`src/rtl/fr_pkg.sv`:
```
// ----------------------------------------------------------------------------
// fr_pkg: shared types for the fraction reducer
// Status word passed from the shared divide unit back to the sequencer.
// ----------------------------------------------------------------------------
package fr_pkg;

	typedef struct packed {
		logic done;	// quotient and remainder valid this cycle
	} fr_div_stat_t;

endpackage

```
`src/rtl/fr_div.sv`:
```
// ----------------------------------------------------------------------------
// fr_div: shared restoring divider
// Unsigned magnitude division, one quotient bit per cycle.
// ----------------------------------------------------------------------------
module fr_div #(
	parameter int MAG_W = 31
) (
	input  logic                 clk,
	input  logic                 arst_n,
	input  logic                 start,
	input  logic [MAG_W-1:0]     dividend,
	input  logic [MAG_W-1:0]     divisor,
	output logic [MAG_W-1:0]     quotient,
	output logic [MAG_W-1:0]     remainder,
	output fr_pkg::fr_div_stat_t stat
);

	localparam int CNT_W = $clog2(MAG_W + 1);

	logic [MAG_W-1:0] rem_q;
	logic [MAG_W-1:0] quo_q;
	logic [MAG_W-1:0] dvs_q;
	logic [CNT_W-1:0] cnt_q;
	logic             busy_q;
	logic             done_q;
	logic [MAG_W:0]   trial;

	// trial subtract of the divisor from the shifted partial remainder
	assign trial = {rem_q, quo_q[MAG_W-1]} - {1'b0, dvs_q};

	always_ff @(posedge clk or negedge arst_n) begin
		if (!arst_n) begin
			rem_q  <= '0;
			quo_q  <= '0;
			dvs_q  <= '0;
			cnt_q  <= '0;
			busy_q <= 1'b0;
			done_q <= 1'b0;
		end else if (start) begin
			rem_q  <= '0;
			quo_q  <= dividend;
			dvs_q  <= divisor;
			cnt_q  <= CNT_W'(MAG_W);
			busy_q <= 1'b1;
			done_q <= 1'b0;
		end else if (busy_q) begin
			if (trial[MAG_W]) begin
				// negative: restore, shift in zero
				rem_q <= {rem_q[MAG_W-2:0], quo_q[MAG_W-1]};
				quo_q <= {quo_q[MAG_W-2:0], 1'b0};
			end else begin
				rem_q <= trial[MAG_W-1:0];
				quo_q <= {quo_q[MAG_W-2:0], 1'b1};
			end
			cnt_q <= cnt_q - CNT_W'(1);
			if (cnt_q == CNT_W'(1)) begin
				busy_q <= 1'b0;
				done_q <= 1'b1;
			end
		end else begin
			done_q <= 1'b0;
		end
	end

	assign quotient  = quo_q;
	assign remainder = rem_q;
	assign stat.done = done_q;

endmodule

```
`src/rtl/fraction_reducer.sv`:
```
// ----------------------------------------------------------------------------
// fraction_reducer: reduce a signed fraction to lowest terms
// Flow: after the accepting edge the block runs k Euclid remainder steps
//   (each one restoring division on the shared divider), then divides the
//   numerator and then the denominator by the gcd and raises out_valid
//   with the reduced fraction.
// Throughput: one transaction at a time; the next input is taken only after
//   the result has been taken (out_stall low in S_OUT).
// A zero denominator raises out_valid at the accepting edge; the next input
//   is taken once that result is taken. Reset: asynchronous, clears all.
// ----------------------------------------------------------------------------
module fraction_reducer #(
	parameter int DATA_WIDTH = 32
) (
	input  logic                         clk,
	input  logic                         arst_n,
	input  logic                         in_valid,
	output logic                         in_stall,
	input  logic signed [DATA_WIDTH-1:0] numerator_in,
	input  logic signed [DATA_WIDTH-1:0] denominator_in,
	output logic                         out_valid,
	input  logic                         out_stall,
	output logic signed [DATA_WIDTH-1:0] numerator_out,
	output logic        [DATA_WIDTH-2:0] denominator_out,
	output logic                         status
);

	localparam int MAG_W = DATA_WIDTH - 1;

	typedef enum logic [2:0] {
		S_IDLE,	// waiting for a transaction
		S_GCD,	// launch next Euclid step, or the numerator division
		S_GCDW,	// wait for a remainder
		S_DIVN,	// wait for numerator / gcd
		S_DIVD,	// wait for denominator / gcd
		S_OUT	// hold the result until taken
	} state_t;

	state_t               state_q;
	logic [MAG_W-1:0]     a_q;
	logic [MAG_W-1:0]     b_q;
	logic [MAG_W-1:0]     g_q;
	logic [MAG_W-1:0]     nmag_q;
	logic [MAG_W-1:0]     dmag_q;
	logic [MAG_W-1:0]     qn_q;
	logic                 nsign_q;
	logic                 dsign_q;

	logic                 div_start;
	logic [MAG_W-1:0]     div_dividend;
	logic [MAG_W-1:0]     div_divisor;
	logic [MAG_W-1:0]     div_quo;
	logic [MAG_W-1:0]     div_rem;
	fr_pkg::fr_div_stat_t div_stat;

	logic [DATA_WIDTH-1:0] nneg;
	logic [DATA_WIDTH-1:0] dneg;
	logic [MAG_W-1:0]      nmag;
	logic [MAG_W-1:0]      dmag;
	logic                  accept;
	logic [DATA_WIDTH-1:0] qn_ext;
	logic                  neg;

	// Saturating magnitudes: the most negative code clamps to the largest
	// positive magnitude so no later negation can overflow.
	assign nneg = -numerator_in;
	assign dneg = -denominator_in;
	assign nmag = !numerator_in[DATA_WIDTH-1] ? numerator_in[MAG_W-1:0] :
		(nneg[DATA_WIDTH-1] ? {MAG_W{1'b1}} : nneg[MAG_W-1:0]);
	assign dmag = !denominator_in[DATA_WIDTH-1] ? denominator_in[MAG_W-1:0] :
		(dneg[DATA_WIDTH-1] ? {MAG_W{1'b1}} : dneg[MAG_W-1:0]);

	assign in_stall = (state_q != S_IDLE);
	assign accept   = in_valid && !in_stall;

	// Sign of the reduced fraction: zero numerator always comes out positive.
	assign qn_ext = {1'b0, qn_q};
	assign neg    = (qn_q != '0) && (nsign_q != dsign_q);

	// Operand selection for the shared divider.
	always_comb begin
		div_start    = 1'b0;
		div_dividend = a_q;
		div_divisor  = b_q;
		case (state_q)
			S_GCD: begin
				div_start = 1'b1;
				if (b_q == '0) begin
					// Euclid finished: gcd sits in a, divide the numerator by it
					div_dividend = nmag_q;
					div_divisor  = a_q;
				end
			end
			S_DIVN: begin
				div_start    = div_stat.done;
				div_dividend = dmag_q;
				div_divisor  = g_q;
			end
			default: begin
				div_start = 1'b0;
			end
		endcase
	end

	fr_div #(
		.MAG_W (MAG_W)
	) u_div (
		.clk       (clk),
		.arst_n    (arst_n),
		.start     (div_start),
		.dividend  (div_dividend),
		.divisor   (div_divisor),
		.quotient  (div_quo),
		.remainder (div_rem),
		.stat      (div_stat)
	);

	always_ff @(posedge clk or negedge arst_n) begin
		if (!arst_n) begin
			state_q         <= S_IDLE;
			a_q             <= '0;
			b_q             <= '0;
			g_q             <= '0;
			nmag_q          <= '0;
			dmag_q          <= '0;
			qn_q            <= '0;
			nsign_q         <= 1'b0;
			dsign_q         <= 1'b0;
			out_valid       <= 1'b0;
			numerator_out   <= '0;
			denominator_out <= '0;
			status          <= 1'b0;
		end else begin
			case (state_q)
				S_IDLE: begin
					if (accept) begin
						nsign_q <= numerator_in[DATA_WIDTH-1];
						dsign_q <= denominator_in[DATA_WIDTH-1];
						nmag_q  <= nmag;
						dmag_q  <= dmag;
						a_q     <= nmag;
						b_q     <= dmag;
						if (denominator_in == '0) begin
							// reject: pass the operands through with the error flag
							numerator_out   <= numerator_in;
							denominator_out <= '0;
							status          <= 1'b1;
							out_valid       <= 1'b1;
							state_q         <= S_OUT;
						end else begin
							state_q <= S_GCD;
						end
					end
				end
				S_GCD: begin
					if (b_q == '0) begin
						g_q     <= a_q;
						state_q <= S_DIVN;
					end else begin
						state_q <= S_GCDW;
					end
				end
				S_GCDW: begin
					if (div_stat.done) begin
						// advance Euclid: (a, b) <- (b, a mod b)
						a_q     <= b_q;
						b_q     <= div_rem;
						state_q <= S_GCD;
					end
				end
				S_DIVN: begin
					if (div_stat.done) begin
						qn_q    <= div_quo;
						state_q <= S_DIVD;
					end
				end
				S_DIVD: begin
					if (div_stat.done) begin
						numerator_out   <= neg ? -qn_ext : qn_ext;
						denominator_out <= div_quo;
						status          <= 1'b0;
						out_valid       <= 1'b1;
						state_q         <= S_OUT;
					end
				end
				S_OUT: begin
					if (!out_stall) begin
						out_valid <= 1'b0;
						state_q   <= S_IDLE;
					end
				end
				default: begin
					out_valid <= 1'b0;
					state_q   <= S_IDLE;
				end
			endcase
		end
	end

endmodule
```
`config.mk`:
```
export PLATFORM = sky130hd
export DESIGN_NAME = fraction_reducer
export DESIGN_NICKNAME = d
export VERILOG_FILES = /design/src/rtl/fr_pkg.sv /design/src/rtl/fr_div.sv /design/src/rtl/fraction_reducer.sv
export SDC_FILE = /design/constraint.sdc
export NUM_CORES = 1
export LEC_CHECK = 0
export ABC_CLOCK_PERIOD_IN_PS = 5000
export BUFFER_PORTS_ARGS = -buffer_cell sky130_fd_sc_hd__buf_2
export CAP_MARGIN = 20
export CORE_MARGIN = 2
export CORE_UTILIZATION = 30
export DETAILED_ROUTE_END_ITERATION = 8
export GPL_ROUTABILITY_DRIVEN = 0
export SKIP_LAST_GASP = 1
export SLEW_MARGIN = 15
export SYNTH_ARGS = -nofsm -noshare
export SYNTH_HDL_FRONTEND = slang
export SYNTH_SLANG_ARGS = --single-unit
export TNS_END_PERCENT = 1
```
`constraint.sdc`:
```
create_clock -name clk -period 5 [get_ports clk]
set_input_delay 0.25 -clock clk [delete_from_list [all_inputs] [get_ports clk]]
set_output_delay 0.25 -clock clk [all_outputs]
set_load 0.01 [all_outputs]
```
Word level (Yosys, flattened, before mapping)
Index checks and enable logic that the tools add are counted.
{"block": "totals", "wordCells": 111, "output_inout_bits": 66, "input_bits": 68, "ff_bits": 356}
{"block": "classes", "n_addsub": 5, "eq_ne": 14, "muxes": 53, "n_reduce_logical": 19, "bitwise": 1}
{"operator": "$mux 31", "count": 18}
{"operator": "$pmux 31 s2", "count": 5}
{"operator": "$mux 32", "count": 4}
{"operator": "$neg 32->32", "count": 2}
{"operator": "$pmux 32 s2", "count": 1}
{"operator": "$logic_not 32->1", "count": 1}
{"operator": "$neg 31->32", "count": 1}
{"operator": "$sub 32x31->32", "count": 1}
{"operator": "$logic_not 31->1", "count": 1}
{"operator": "$reduce_bool 31->1", "count": 1}
{"operator": "$mux 3", "count": 6}
{"operator": "$pmux 3 s6", "count": 1}
{"operator": "$mux 1", "count": 13}
{"operator": "$mux 5", "count": 2}
{"operator": "$reduce_and 5->1", "count": 2}
{"operator": "$eq 3x2->1 const B", "count": 2}
{"operator": "$eq 3x3->1 const B", "count": 2}
{"operator": "$ne 2x1->1 const B", "count": 3}
{"operator": "$ne 2x2->1 const B", "count": 3}
{"operator": "$reduce_and 2->1", "count": 3}
{"operator": "$reduce_bool 2->1", "count": 3}
{"operator": "$eq 5x1->1 const B", "count": 1}
{"operator": "$sub 5x1->5 const B", "count": 1}
{"operator": "$pmux 1 s2", "count": 2}
{"operator": "other kinds (12)", "count": 13}

Depth between registers and ports, before layout
Gate-level depths: netlist of run 1.
{"block": "logic_depth", "ltp_word": 5, "depth_mapped": 13}

Hierarchy
From an unflattened synthesis of run 1, not the netlist that was laid out.
{"block": "hier_totals", "hier_cells": 2206, "hier_area_um2": 19912.8}
{"mod": "fraction_reducer", "area_each_um2": 13576.8, "cells_per_inst": 1504, "instances": 1}
{"mod": "fr_div", "area_each_um2": 6336.1, "cells_per_inst": 702, "instances": 1}

Worst setup path before layout of run 1
OpenSTA, ideal clock, no wires.
{"block": "synth_path", "kind": "reg2reg", "start": "register u_div.rem_q[11], in the netlist u_div.remainder[11]", "end": "register u_div.rem_q[6], in the netlist u_div.remainder[6]", "path_stages_with_launch": 12, "path_buffers": 1, "path_slack_ns": 1.966, "setup_time_ns": 0.082, "synth_period_minus_slack_ns": 3.034, "t_arrival_ns": 2.952, "cell_sequence": "dfrtp_1 -> ha_1 -> a21o_1 -> a21o_1 -> a221o_1 -> a21o_1 -> a31oi_1 -> o41ai_4 -> xnor2_2 -> clkbuf_1 -> nand2_1 -> a31oi_1"}
{"block": "synth_via", "elab_chain_len": 4}
{"item": "start, declared", "line_no": "fr_div.sv:20", "text": "logic [MAG_W-1:0] rem_q;"}
{"item": "start signal, assigned", "line_no": "fr_div.sv:49", "text": "rem_q <= {rem_q[MAG_W-2:0], quo_q[MAG_W-1]};"}
{"item": "start signal, assigned", "line_no": "fr_div.sv:52", "text": "rem_q <= trial[MAG_W-1:0];"}
{"item": "$sub 32x31->32", "line_no": "fr_div.sv:29", "text": "assign trial = {rem_q, quo_q[MAG_W-1]} - {1'b0, dvs_q};"}
{"item": "$mux 31", "line_no": "fr_div.sv:47", "text": "if (trial[MAG_W]) begin"}
{"item": "$mux 31", "line_no": "fr_div.sv:46", "text": "end else if (busy_q) begin"}
{"item": "$mux 31", "line_no": "fr_div.sv:39", "text": "end else if (start) begin"}
Every way passes these cells. The select of a mux whose other input is x is not followed.
A chain may end at the register's enable or synchronous reset.

Worst setup path after layout of run 1
{"block": "layout_path", "start": "register u_div.rem_q[9], in the netlist u_div.remainder[9]", "end": "register u_div.rem_q[26], in the netlist u_div.remainder[26]"}
Same word-level chain as after synthesis.

==> flow_metrics.env, run 1 <==
export IMPL_final_cell_mix="355 x dfrtp_1, 313 x nand2_1, 265 x o21ai_0"
export IMPL_timing_critical_path_from_type="flip-flop"
export IMPL_powerDensity_nw_per_um2=273
export IMPL_overflow=0
export IMPL_synth_top_area_share_pct=45.9
export IMPL_cts_root_buf="clkbuf_16"
export IMPL_finalSetupTns_ns=0
export IMPL_p_leak_nw=10.2
export IMPL_coreArea_sq_um=64200
export IMPL_r2r_start="u_div.remainder[9]"
export IMPL_cp_arrival_ns=3.99
export IMPL_cts_sinks=356
export IMPL_tightest_slew_ns=1.11
export IMPL_syn_area_sq_um=19400
export IMPL_viasPerCell=5.34
export IMPL_yosys_warnings=0
export IMPL_rows=93
export IMPL_ys_seq_area_share_pct=45.9
export IMPL_drive_gt1_share_pct=14.3
export IMPL_crit_fanout=30
export IMPL_synth_top_area_cell="dfrtp_1"
export IMPL_finalNetCount=2311
export IMPL_rr_worst_depth=11
export IMPL_worstSkewPairLatency_ns=0.55
export IMPL_cts_buffer_depth=3
export IMPL_clk_pin_slew_ns=0.06
export IMPL_cts_tree="yes"
export IMPL_min_period_over_period_pct=72.2
export IMPL_final_core_util_pct=34.5
export IMPL_htree_levels=2
export IMPL_antenna_left=0
export IMPL_grt_pass1_wl_mm=93.5
export IMPL_vias=16500
export IMPL_antenna_found_initial=8
export IMPL_grt_max_degree=162
export IMPL_cp_data_required_time_ns=5.38
export IMPL_synthArstFlopShare_pct=100
export IMPL_port_buffers=133
export IMPL_drcViolationCount=0
export IMPL_crit_start="u_div.remainder[9]"
export IMPL_place_hpwl_mm=42.1
export IMPL_dieHeight_microns=258
export IMPL_hold_depth=3
export IMPL_avgSynthCellArea_sq_um=9.01
export IMPL_netlist_instances=2154
export IMPL_outcome="complete, no violations"
export IMPL_holdCritPathClass="in2reg"
export IMPL_fp_dieW_microns=258
export IMPL_syn_nets=2259
export IMPL_pin_count=134
export IMPL_start_util_pct=30.2
export IMPL_end_kind="flip-flop"
export IMPL_synth_seq_cells=356
export IMPL_fmax_mhz=277
export IMPL_finalMaxSlewViolations=0
export IMPL_synthFlopType="dfrtp_1"
export IMPL_firstDrtPassIters=5
export IMPL_slew_headroom_pct=26.2
export IMPL_layout_commonest_cell="dfrtp_1"
export IMPL_drt_total_wl_mm=59.4
export IMPL_layout_min_cycle_time_ns=3.61
export IMPL_drtIter0Drc=1514
export IMPL_area_growth_pct=14.3
export IMPL_maxCapViolCount=0
export IMPL_synth_area_leaders="dfrtp_1 46%, o21ai_0 6.8%, nand2_1 6.1%"
export IMPL_track_usage_pct=17.7
export IMPL_regToRegEndpoint="u_div.remainder[26]"
export IMPL_r2r_slack_ns=1.39
export IMPL_die_area_sq_um=66700
export IMPL_min_from="numerator_in[17]"
export IMPL_path_class="reg2reg"
export IMPL_fin_skew_ns=0.0173
export IMPL_hold_violations=0
export IMPL_irDropWorstVdd_v=0.000175
export IMPL_setup_viol=0
export IMPL_avgRoutedWirePerCell_microns=19.2
export IMPL_cts_buffers=41
export IMPL_grt_pass1_vias=16000
export IMPL_rsz0062_at_grt="no"
export IMPL_synth_distinct_cells=70
export IMPL_synth_edff_count=0
export IMPL_min_to="numerator_out[17]"
==> synthesized netlist by cell type (all sizes together) (2+ instances only) <==
library cell and count:
o2111ai 2, mux2 63, nand2b 5, nand4 7, a211oi 69, inv 56, a22o 60, a31oi 72
nor4 20, or2 7, o21ai 281, a21o 17, nor3 29, buf 23, o22ai 5, ha 36
mux2i 41, o41ai 12, nor2 131, dfrtp 356, o31ai 18, or3 18, o21a 4, xor2 60
nand2 314, nand3b 3, nor3b 5, and3 5, nand4b 3, a31o 2, and2 8, a211o 3
clkbuf 127, nor2b 6, o41a 2, nand3 58, or4 11, a21oi 142, xnor2 43, o211ai 7
o21bai 6
==> area by class of cell <==
type / count / area [sq um]
repair buffers: 159 / 942
well taps: 855 / 1070
flip-flops and latches: 356 / 8910
multi-input cells: 1591 / 9760
clock inverters: 15 / 108
diodes: 6 / 15.0
fillers: 6619 / 42100
inverters: 57 / 214
clock buffers: 57 / 1160
==> how the worst max path moves through the flow <==
stage	slack, ns	to
after floorplan	1.97	u_div.remainder[6]
after detailed placement	1.23	a_q[27]
after CTS	1.41	u_div.remainder[26]
after global placement	1.36	a_q[27]
final	1.39	u_div.remainder[26]
after global routing	1.19	u_div.remainder[26]
==> power by group <==
group | leakage, nW | internal (mW) | total, mW | switching, mW
clock | 0.636 | 1.66 | 2.86 | 1.20
combinational | 4.90 | 0.0834 | 0.311 | 0.227
sequential | 4.70 | 2.88 | 2.88 | 0
==> worst max-delay path, stage by stage (launching register included) <==
cell and delay, ns:
dfrtp_1 0.41, ha_1 0.40, and2_1 0.23, o2111ai_1 0.16
a31oi_2 0.32, a21o_1 0.25, a31oi_1 0.20, o41ai_4 0.61
xnor2_2 0.16, buf_4 0.37, mux2i_1 0.24, a21oi_1 0.09
==> logic make-up (layout without fill, tap and decap cells) <==
kind of cell	count (synthesis)	in the layout	share of synthesized area, %
AND/OR/NAND/NOR	633	633	14.6
XOR/XNOR	103	103	4.69
AO/OA/AOI/OAI	714	714	22.4
multiplexers	104	104	5.77
buffers and inverters	207	288	4.19
adder cells (fa/ha/maj)	37	37	2.43
other	0	6	0
flip-flops	356	356	45.9
==> repair_timing <==
| item | 4_1_cts | 5_1_grt |
|---|---|---|
| hold buffers | 1 | 0 |
| resized for setup | 0 | 0 |
| buffers inserted | 0 | 0 |
| hold endpoints to repair | 73 | 0 |
==> metal layers <==
| metal | GRT usage (%) | vias to the layer above | part of all wire [%] |
|---|---|---|---|
| met5 | 0 | - | 0.042 |
| li1 | - | 7830 | - |
| met1 | 26.5 | 8065 | 48 |
| met4 | 4.75 | 4 | 2.0 |
| met3 | 4.12 | 84 | 8.5 |
| met2 | 25.3 | 544 | 41 |
==> per-stage QoR <==
stage	std cells	total power [mW]	area, sq um	hold WS (ns)	setup WS [ns]
after floorplan	2154	3.05	19400	-0.0456	1.97
after global placement	3015	3.24	20800	0.262	1.36
after detailed placement	3015	3.24	20800	0.273	1.23
after CTS	3088	6.11	22100	0.0304	1.41
after global routing	3096	6.28	22200	0.0592	1.19
final	3096	6.05	22200	0.0648	1.39
==> registers in the layout, indices dropped and copies added, names as in the netlist, 3 cells and up <==
register         cells
b_q                 31
denominator_out     31
qn_q                31
u_div.cnt_q          5
u_div.remainder     31
dmag_q              31
u_div.quotient      31
numerator_out       32
g_q                 31
state_q              3
nmag_q              31
u_div.dvs_q         31
a_q                 31
Note: power is estimated with default switching activity, not from simulation.
==> inputs of run 2 (changes only) <==
Settings changed: ABC_CLOCK_PERIOD_IN_PS 5000 to 3500.
Clock period 5 ns to 3.5 ns, I/O delays scaled along.
==> run 2 against run 1 <==
Sequential share of layout area is 0.89 points lower; register-to-register slack got worse by 1.2 ns; largest cell class unchanged; first-iteration DRC count up 8.7%; non-clock buffer count grew 49; combinational power rose by 50%; wire length grew 1.9%; worst hold slack lost 0.043 ns; global-route usage is 0.17 points higher; maximum frequency is 9.2% higher; final cell count increased by 1.5%.
==> flow_metrics.env, run 2 (synthesized netlist as in run 1, its figures left out) <==
export IMPL_p_comb_share_pct=5.4
export IMPL_num_fill_cells=6547
export IMPL_path_class="reg2reg"
export IMPL_hold_ws_ns=0.0219
export IMPL_cp_arrival_ns=3.79
export IMPL_hold_depth=3
export IMPL_htree_levels=2
export IMPL_maxCapViolCount=0
export IMPL_outcome="complete, no violations"
export IMPL_multi_input_area_sq_um=9780
export IMPL_fmax_mhz=302
export IMPL_swShare_pct=23.2
export IMPL_cpPeakStageDelay_ns=0.39
export IMPL_cts_tree="yes"
export IMPL_r2r_start="u_div.quotient[30]"
export IMPL_final_cell_area_sq_um=22700
export IMPL_die_area_sq_um=66700
export IMPL_switchingPower_mw=2.00
export IMPL_rr_worst_depth=13
export IMPL_placed_area_sq_um=21200
export IMPL_avgRoutedWirePerCell_microns=19.2
export IMPL_viasPerCell=5.36
export IMPL_seqPwrFrac_pct=47.8
export IMPL_regMostFlops="numerator_out"
export IMPL_placed_cells=3042
export IMPL_hold_violations=0
export IMPL_crit_fanout=3
export IMPL_start_util_pct=30.2
export IMPL_track_usage_pct=17.9
export IMPL_finalSetupTns_ns=0
export IMPL_rows=93
export IMPL_pin_count=134
export IMPL_rsz0062_at_grt="yes"
export IMPL_internal_power_mw=6.62
export IMPL_grt_pass1_vias=16200
export IMPL_seqCellArea_sq_um=8910
export IMPL_p_leak_nw=10.5
export IMPL_vias=16800
export IMPL_crit_start="u_div.quotient[30]"
export IMPL_clk_pin_slew_ns=0.06
export IMPL_r2r_slack_ns=0.19
export IMPL_cts_sinks=356
export IMPL_drive_gt1_share_pct=14.8
export IMPL_antenna_left=0
export IMPL_irDropWorstVdd_v=0.000256
export IMPL_setup_viol=0
export IMPL_port_buffers=133
export IMPL_cts_buffers=39
export IMPL_grt_max_degree=114
export IMPL_cp_data_required_time_ns=3.98
export IMPL_largest_reg_flops=32
export IMPL_fp_dieW_microns=258
export IMPL_finalMaxSlewViolations=0
export IMPL_coreArea_sq_um=64200
export IMPL_regToRegEndpoint="u_div.remainder[30]"
export IMPL_layout_commonest_cell="dfrtp_1"
export IMPL_worstSkewPairLatency_ns=0.56
export IMPL_critPathSlowestCell="dfrtp_1"
export IMPL_stdcell_count=3143
export IMPL_tightest_slew_ns=0.875
export IMPL_overflow=0
export IMPL_holdCritPathClass="in2reg"
export IMPL_slew_headroom_pct=41.7
export IMPL_place_hpwl_mm=43.3
export IMPL_drtIter0Drc=1646
export IMPL_grt_pass1_wl_mm=94.7
export IMPL_drcViolationCount=0
export IMPL_clockPowerShare_pct=46.8
export IMPL_drt_total_wl_mm=60.5
export IMPL_crit_chain="inv_1 -> ha_1 -> inv_1 -> fa_1 -> a21o_1 -> a311oi_2 -> nor3_1 -> o211ai_1 -> nand3_1 -> and3_1 -> o31a_1 -> a211o_1 -> a21oi_1"
export IMPL_fin_skew_ns=0.0187
export IMPL_cts_buffer_depth=3
export IMPL_layout_min_cycle_time_ns=3.31
export IMPL_final_cell_mix="355 x dfrtp_1, 313 x nand2_1, 265 x o21ai_0"
export IMPL_finalNetCount=2358
export IMPL_cts_root_buf="clkbuf_16"
export IMPL_end_kind="flip-flop"
export IMPL_dieHeight_microns=258
export IMPL_min_period_over_period_pct=94.5
export IMPL_timing_critical_path_from_type="flip-flop"
export IMPL_powerDensity_nw_per_um2=380
export IMPL_antenna_found_initial=21
export IMPL_cp_endpoint="u_div.remainder[30]"
export IMPL_crit_top_cell="inv_1"
export IMPL_area_growth_pct=16.9
export IMPL_firstDrtPassIters=5
[run 2: cell count changes in the layout (fill, tap and decap cells not counted), sizes merged]
cell,before,now
diode,6,9
buf,158,184
clkinv,14,5
dlygate4sd3,1,24
inv,57,56
clkinvlp,0,2
clkbuf,57,60
[run 2: worst min path at each step]
stage / start / endpoint / slack [ns]
4_1_cts: numerator_in[20] / numerator_out[20] / 0.001
3_5_place_dp: arst_n / denominator_out[20] / 0.31
2_1_floorplan: arst_n / a_q[0] / -0.12
5_1_grt: numerator_in[26] / numerator_out[26] / 0.03
6_report: numerator_in[27] / numerator_out[27] / 0.02
3_3_place_gp: arst_n / qn_q[23] / 0.31
[run 2: timing repair]
| item | 4_1_cts | 5_1_grt |
|---|---|---|
| endpoints found under the setup margin | 0 | 27 |
| hold endpoints to repair | 126 | 0 |
| resized for setup | 0 | 2 |
| hold buffers | 24 | 0 |
| setup buffers | 0 | 1 |
[run 2: per-layer routing]
| layer | GRT usage [%] | wire, microns | up-vias |
|---|---|---|---|
| li1 | - | - | 7928 |
| met1 | 25.5 | 28300 | 8165 |
| met2 | 26.9 | 25800 | 618 |
| met3 | 4.37 | 4910 | 104 |
| met4 | 4.93 | 1350 | 26 |
| met5 | 0 | 152 | - |
[run 2: layout make-up]
cell class	count	share of cell area, %
clock buffer	60	5.15
timing repair buffer	208	6.39
sequential	356	39.3
tap	855	4.72
multi-input combinational	1591	43.1
inverter	57	0.943
antenna	9	0.0993
clock inverter	7	0.287
[run 2: per-stage QoR]
stage | utilization, % | setup slack (ns) | total power, mW
after CTS | 35.2 | 0.0780 | 8.71
final | 35.3 | 0.192 | 8.62
after global routing | 35.3 | -0.0146 | 8.93
after detailed placement | 32.9 | 0.101 | 4.63
after global placement | 32.9 | 0.168 | 4.63
after floorplan | - | 0.466 | 4.36
[run 2: critical path, delay by kind of cell, from the launching register on]
family                   cells  cell delay [ns]
AO/OA/AOI/OAI                6             1.50
adder cells (fa/ha/maj)      2             0.61
buffers and inverters        2             0.24
flip-flops                   1             0.39
AND/OR/NAND/NOR              3             0.48
[run 2: power groups by stage]
stage | clock (mW) | sequential [mW] | combinational (mW)
final | 4.03 | 4.12 | 0.468
after global routing | 4.30 | 4.11 | 0.517
after CTS | 4.13 | 4.12 | 0.467
after detailed placement | 0 | 4.19 | 0.442
after global placement | 0 | 4.19 | 0.437
after floorplan | 0 | 4.19 | 0.167
